### src/sv/tfp_pkg.sv
// ----------------------------------------------------------------------------
// tfp_pkg
// Shared types and constants for the touch frame parser.
// ----------------------------------------------------------------------------
package tfp_pkg;

  localparam int unsigned OP_W       = 2;
  localparam int unsigned BYTE_W     = 8;
  localparam int unsigned KIND_W     = 2;
  localparam int unsigned POS_W      = 16;
  localparam int unsigned PRESS_W    = 12;
  localparam int unsigned STORE_LEN  = 5;
  localparam int unsigned COUNT_W    = 3;

  localparam logic [BYTE_W-1:0]  HDR_A         = 8'h61;
  localparam logic [BYTE_W-1:0]  HDR_B         = 8'hA1;
  localparam logic [BYTE_W-1:0]  HDR_REL       = 8'hE1;
  localparam logic [PRESS_W-1:0] FULL_PRESSURE = 12'hFFF;
  localparam logic [COUNT_W-1:0] LAST_COUNT    = COUNT_W'(STORE_LEN);

  typedef enum logic [OP_W-1:0] {
    OP_BYTE  = 2'd0,
    OP_EMPTY = 2'd1,
    OP_TICK  = 2'd2
  } tfp_op_t;

  typedef enum logic [KIND_W-1:0] {
    KIND_PRESS   = 2'd0,
    KIND_RELEASE = 2'd1,
    KIND_ERROR   = 2'd2
  } tfp_kind_t;

  typedef struct packed {
    logic [KIND_W-1:0]  kind;
    logic [POS_W-1:0]   x_pos;
    logic [POS_W-1:0]   y_pos;
    logic [PRESS_W-1:0] pressure;
  } tfp_result_t;

  function automatic logic is_header(input logic [BYTE_W-1:0] b);
    return (b == HDR_A) || (b == HDR_B) || (b == HDR_REL);
  endfunction

endpackage

### src/sv/tfp_core.sv
// ----------------------------------------------------------------------------
// tfp_core
// Frame state (byte count, stored bytes, pressed flag) and per-event decode.
// ----------------------------------------------------------------------------
module tfp_core import tfp_pkg::*; (
  input  logic              clk,
  input  logic              rst_n,
  input  logic              step,
  input  logic [OP_W-1:0]   op,
  input  logic [BYTE_W-1:0] rx_byte,
  output logic              res_valid,
  output tfp_result_t       res
);

  logic [COUNT_W-1:0] count_r, count_nxt;
  logic               pressed_r, pressed_nxt;
  logic [BYTE_W-1:0]  store_r [STORE_LEN];
  logic               wr_en;
  logic [BYTE_W-1:0]  sum;

  assign sum = store_r[0] + store_r[1] + store_r[2] + store_r[3] + store_r[4];

  always_comb begin
    count_nxt   = count_r;
    pressed_nxt = pressed_r;
    wr_en       = 1'b0;
    res_valid   = 1'b0;
    res         = '0;
    if (step) begin
      case (tfp_op_t'(op))
        OP_EMPTY: begin
          count_nxt = '0;
        end
        OP_TICK: begin
          if (pressed_r) begin
            pressed_nxt = 1'b0;
            res_valid   = 1'b1;
            res.kind    = KIND_RELEASE;
          end
        end
        OP_BYTE: begin
          if ((count_r == '0) && !is_header(rx_byte)) begin
            count_nxt = '0;
          end else if (count_r < LAST_COUNT) begin
            wr_en     = 1'b1;
            count_nxt = count_r + 1'b1;
          end else begin
            count_nxt = '0;
            res_valid = 1'b1;
            if (rx_byte != ~sum) begin
              res.kind = KIND_ERROR;
            end else if (store_r[0] == HDR_REL) begin
              res.kind = KIND_RELEASE;
            end else begin
              // header is 0x61 or 0xA1 here
              pressed_nxt  = 1'b1;
              res.kind     = KIND_PRESS;
              res.x_pos    = {store_r[2], store_r[1]};
              res.y_pos    = {store_r[4], store_r[3]};
              res.pressure = FULL_PRESSURE;
            end
          end
        end
        default: begin
        end
      endcase
    end
  end

  always_ff @(posedge clk) begin
    if (!rst_n) begin
      count_r   <= '0;
      pressed_r <= 1'b0;
    end else begin
      count_r   <= count_nxt;
      pressed_r <= pressed_nxt;
    end
  end

  // every full frame rewrites all five entries after the last clear
  always_ff @(posedge clk) begin
    if (wr_en) begin
      store_r[count_r] <= rx_byte;
    end
  end

  a_count_range: assert property (@(posedge clk) disable iff (!rst_n)
    count_r <= LAST_COUNT) else $error("byte count out of range");

  a_press_sets_flag: assert property (@(posedge clk) disable iff (!rst_n)
    res_valid && (res.kind == KIND_PRESS) |=> pressed_r)
    else $error("press report did not set flag");

  a_tick_release: assert property (@(posedge clk) disable iff (!rst_n)
    step && (op == OP_TICK) && pressed_r |=> !pressed_r)
    else $error("timeout did not clear flag");

  a_frame_end_clears: assert property (@(posedge clk) disable iff (!rst_n)
    step && (op == OP_BYTE) && (count_r == LAST_COUNT) |=> (count_r == '0))
    else $error("frame not cleared after sixth byte");

  a_result_needs_step: assert property (@(posedge clk) disable iff (!rst_n)
    res_valid |-> step) else $error("result without event");

endmodule

### config.mk
export PLATFORM = sky130hd
export DESIGN_NAME = tfp_core
export DESIGN_NICKNAME = d
export VERILOG_FILES = /design/src/sv/tfp_pkg.sv /design/src/sv/tfp_core.sv
export SDC_FILE = /design/constraint.sdc
export NUM_CORES = 1
export LEC_CHECK = 0
export BUFFER_PORTS_ARGS = -buffer_cell sky130_fd_sc_hd__buf_2
export CAP_MARGIN = 20
export CORE_MARGIN = 2
export CORE_UTILIZATION = 55
export DETAILED_ROUTE_END_ITERATION = 10
export PLACE_DENSITY_LB_ADDON = 0.25
export SLEW_MARGIN = 10
export SYNTH_ARGS = -nofsm -noshare
export SYNTH_HDL_FRONTEND = slang
export SYNTH_SLANG_ARGS = --single-unit
### constraint.sdc
create_clock -name clk -period 6.25 [get_ports clk]
set_input_delay 0.3125 -clock clk [delete_from_list [all_inputs] [get_ports clk]]
set_output_delay 0.3125 -clock clk [all_outputs]
set_load 0.05 [all_outputs]
==> impl_results.md <==
* Status: completed
* Crit path buf inv count at 2
* DRT iter0 DRCs at 101
* Clk slew on worst S/H paths at 0.08 ns
* Post-CTS Hold Buffers at 0
* Multi-input gate area at 1280 um2
* PostCTS Resize Cnt at 0
* Cell area after synthesis at 2730 um2
* WP data arrival at 4.63 ns
* First-pass GRT wire length at 8090 um
* Drt wl/cell at 15.5 um
* Design Power at 0.551 mW
* WL final at 5260 um
* Fin crit share at 79.1%
* Critical Path End Type: output pin
* Net Count, Synth at 263
* LEAKAGE at 1.41 nW
* Critical-path maximum fanout at 34
* CTS sink cnt at 44
* Period minus WS final at 4.94 ns
* Drc violations at 0
* Starting density of the core at 57.4%
* Most frequent cell after synthesis: edfxtp_1
* Detail Route Antenna Nets at 0
* Max clock buf depth at 2
* Die Span X at 74.5 um
* Area Growth Syn to Fin at 14.0%
* Ports at 60
* Vias in the first global route at 1691
* Startpoint Class: register
* WP data required at 5.94 ns
* Synth Flop Type: edfxtp_1
* Commonest cells post-synth: edfxtp_1, and3_1, fa_1, inv_1, xnor2_1
* Max incr delay on CP at 0.57 ns
* Final setup violating endpoints at 0
* Register area at 1280 um2
* Core area at 4750 um2
* Final Max Slew Viols at 0
* Vias at 1807
* Sequential share of the synthesized area at 46.9%
* Slew headroom at 34.1%
* CTS Buf Count at 5
* Dominant cell type by area after synthesis: edfxtp_1
* Gr ovfl total at 0
* Post-Synthesis Cells at 220
* Share of layout cells above drive strength 1 at 27.9%
* Syn_area_per_cell at 12.4 um2
* CP max stage cell: fa_1
* #FFs+latches synth at 44
* Root Driver: clkbuf_8
* Setup Skew at 0.00502 ns
* Post-synth cell types at 34
* Peak Freq at 202 MHz
* Initial antenna violation count at 0
* Maximum VDD drop at 196 uV
* PwrDens at 177 nW/um2
* Total GRT Usage at 20.2%
* 1st-pass router iterations at 4
* Max cap viols at 0
* Most numerous cell on the critical path: fa_1
* CTS tree: yes
* Critical path type: register to output pin
* HPWL after DPL at 3930 um
* Final core utilization at 65.5%
* Yosys warns at 0
* # nets final at 314
* Final Hold Violating Endpoints at 0
* Cell Chain, Critical Path: fa_1, fa_1, fa_1, ha_1, inv_1, fa_1, nor2b_1, o2111ai_1, nand3_1, xnor2_1, and4bb_4, and2_1, buf_2
* Dpl cells at 331
* Setup bufs post-CTS at 0
* Routability cong. at 0.836
* Synth top area share at 44.0%
* Worst Max-Slew Pin Slew at 0.985 ns
* Fillers at 387
* CTS H-tree depth at 2
* IO Port Bufs at 59
* Vias/cell at 5.33
* Number of flops mapped to enable cells by yosys at 40
* Row cnt at 25
* Ant. Diodes at 0
* Synth async-reset ratio at 0%
* HP Class: primary input to register
* Worst-Skew Late Latency at 0.29 ns
* Setup Total Neg Slack at 0 ns
* Chip Height at 74.5 um
* Top post-synthesis cells by area: edfxtp_1, fa_1, and3_1, ha_1, xnor2_1
* Total die area at 5550 um2
* Largest net degree at the start of global routing at 35
* Final non-filler cell total at 339
* Unrepaired setup endpoints after global routing: no
* Family with the most delay on the worst path: adder cells
[placed cells by master, fill, tap and decap left out, drive strengths merged, types with 5 or more instances in the layout]
master	netlist	routed
and3	32	32
clkbuf	3	7
nand3	6	6
fa	20	20
xor2	5	5
edfxtp	40	40
xnor2	13	13
nor3	6	6
nand2	9	9
inv	14	14
nor2	8	8
ha	10	10
buf	14	61
[path summary, 6_finish.rpt]
check           startpoint            end  slack (ns)  cells after the start
min             rx_byte[7]  store_r[3][7]        0.30                      1
max          store_r[4][1]         res[4]        1.31                     13
max reg2reg  store_r[4][1]      pressed_r        2.60                     12
min reg2reg      pressed_r      pressed_r        0.50                      2
[flip-flops by register name, indices dropped and copies added (netlist names)]
name / count
pressed_r: 1
count_r: 3
store_r: 40
[report_power, final]
group          total (mW)  leakage, nW  internal (mW)  switching (mW)
clock               0.211       0.0524          0.120          0.0912
combinational      0.0199        0.963        0.00775          0.0121
sequential          0.320        0.392          0.320       0.0000534
[logic make-up (layout without fill, tap and decap cells)]
kind of cell / Yosys count / count (layout) / share of synthesized area (%)
AOI/OAI and AO/OA: 18 / 18 / 4.26
xor gates and xnor gates: 19 / 19 / 6.60
adders and majority gates: 30 / 30 / 19.2
buffers and inverters: 31 / 83 / 6.60
DFF: 44 / 44 / 46.9
and+or+nand+nor: 78 / 78 / 16.4
[routing by layer]
| layer | track usage (%) | vias up | routed length [um] |
|---|---|---|---|
| met1 | 27.5 | 857 | 2250 |
| met2 | 33.5 | 71 | 2660 |
| met5 | 0 | - | 0 |
| li1 | - | 875 | - |
| met4 | 4.17 | 0 | 40 |
| met3 | 4.88 | 4 | 300 |
[through the flow]
| step | setup WS, ns | hold slack (ns) | instance area [um2] |
|---|---|---|---|
| after floorplan | 1.58 | 0.411 | 2730 |
| after global placement | 1.74 | 0.481 | 3010 |
| after detailed placement | 1.62 | 0.493 | 3010 |
| after CTS | 1.27 | 0.287 | 3110 |
| after global routing | 1.02 | 0.297 | 3110 |
| final | 1.31 | 0.298 | 3110 |
[area by class of cell]
class | instances | area share, %
repair buffers | 61 | 9.96
inverters | 14 | 1.69
flip-flops and latches | 44 | 41.1
clock inverters | 1 | 0.964
clock buffers | 7 | 2.45
multi-input cells | 145 | 41.1
well taps | 67 | 2.69
(Power assumes the default switching activity.)
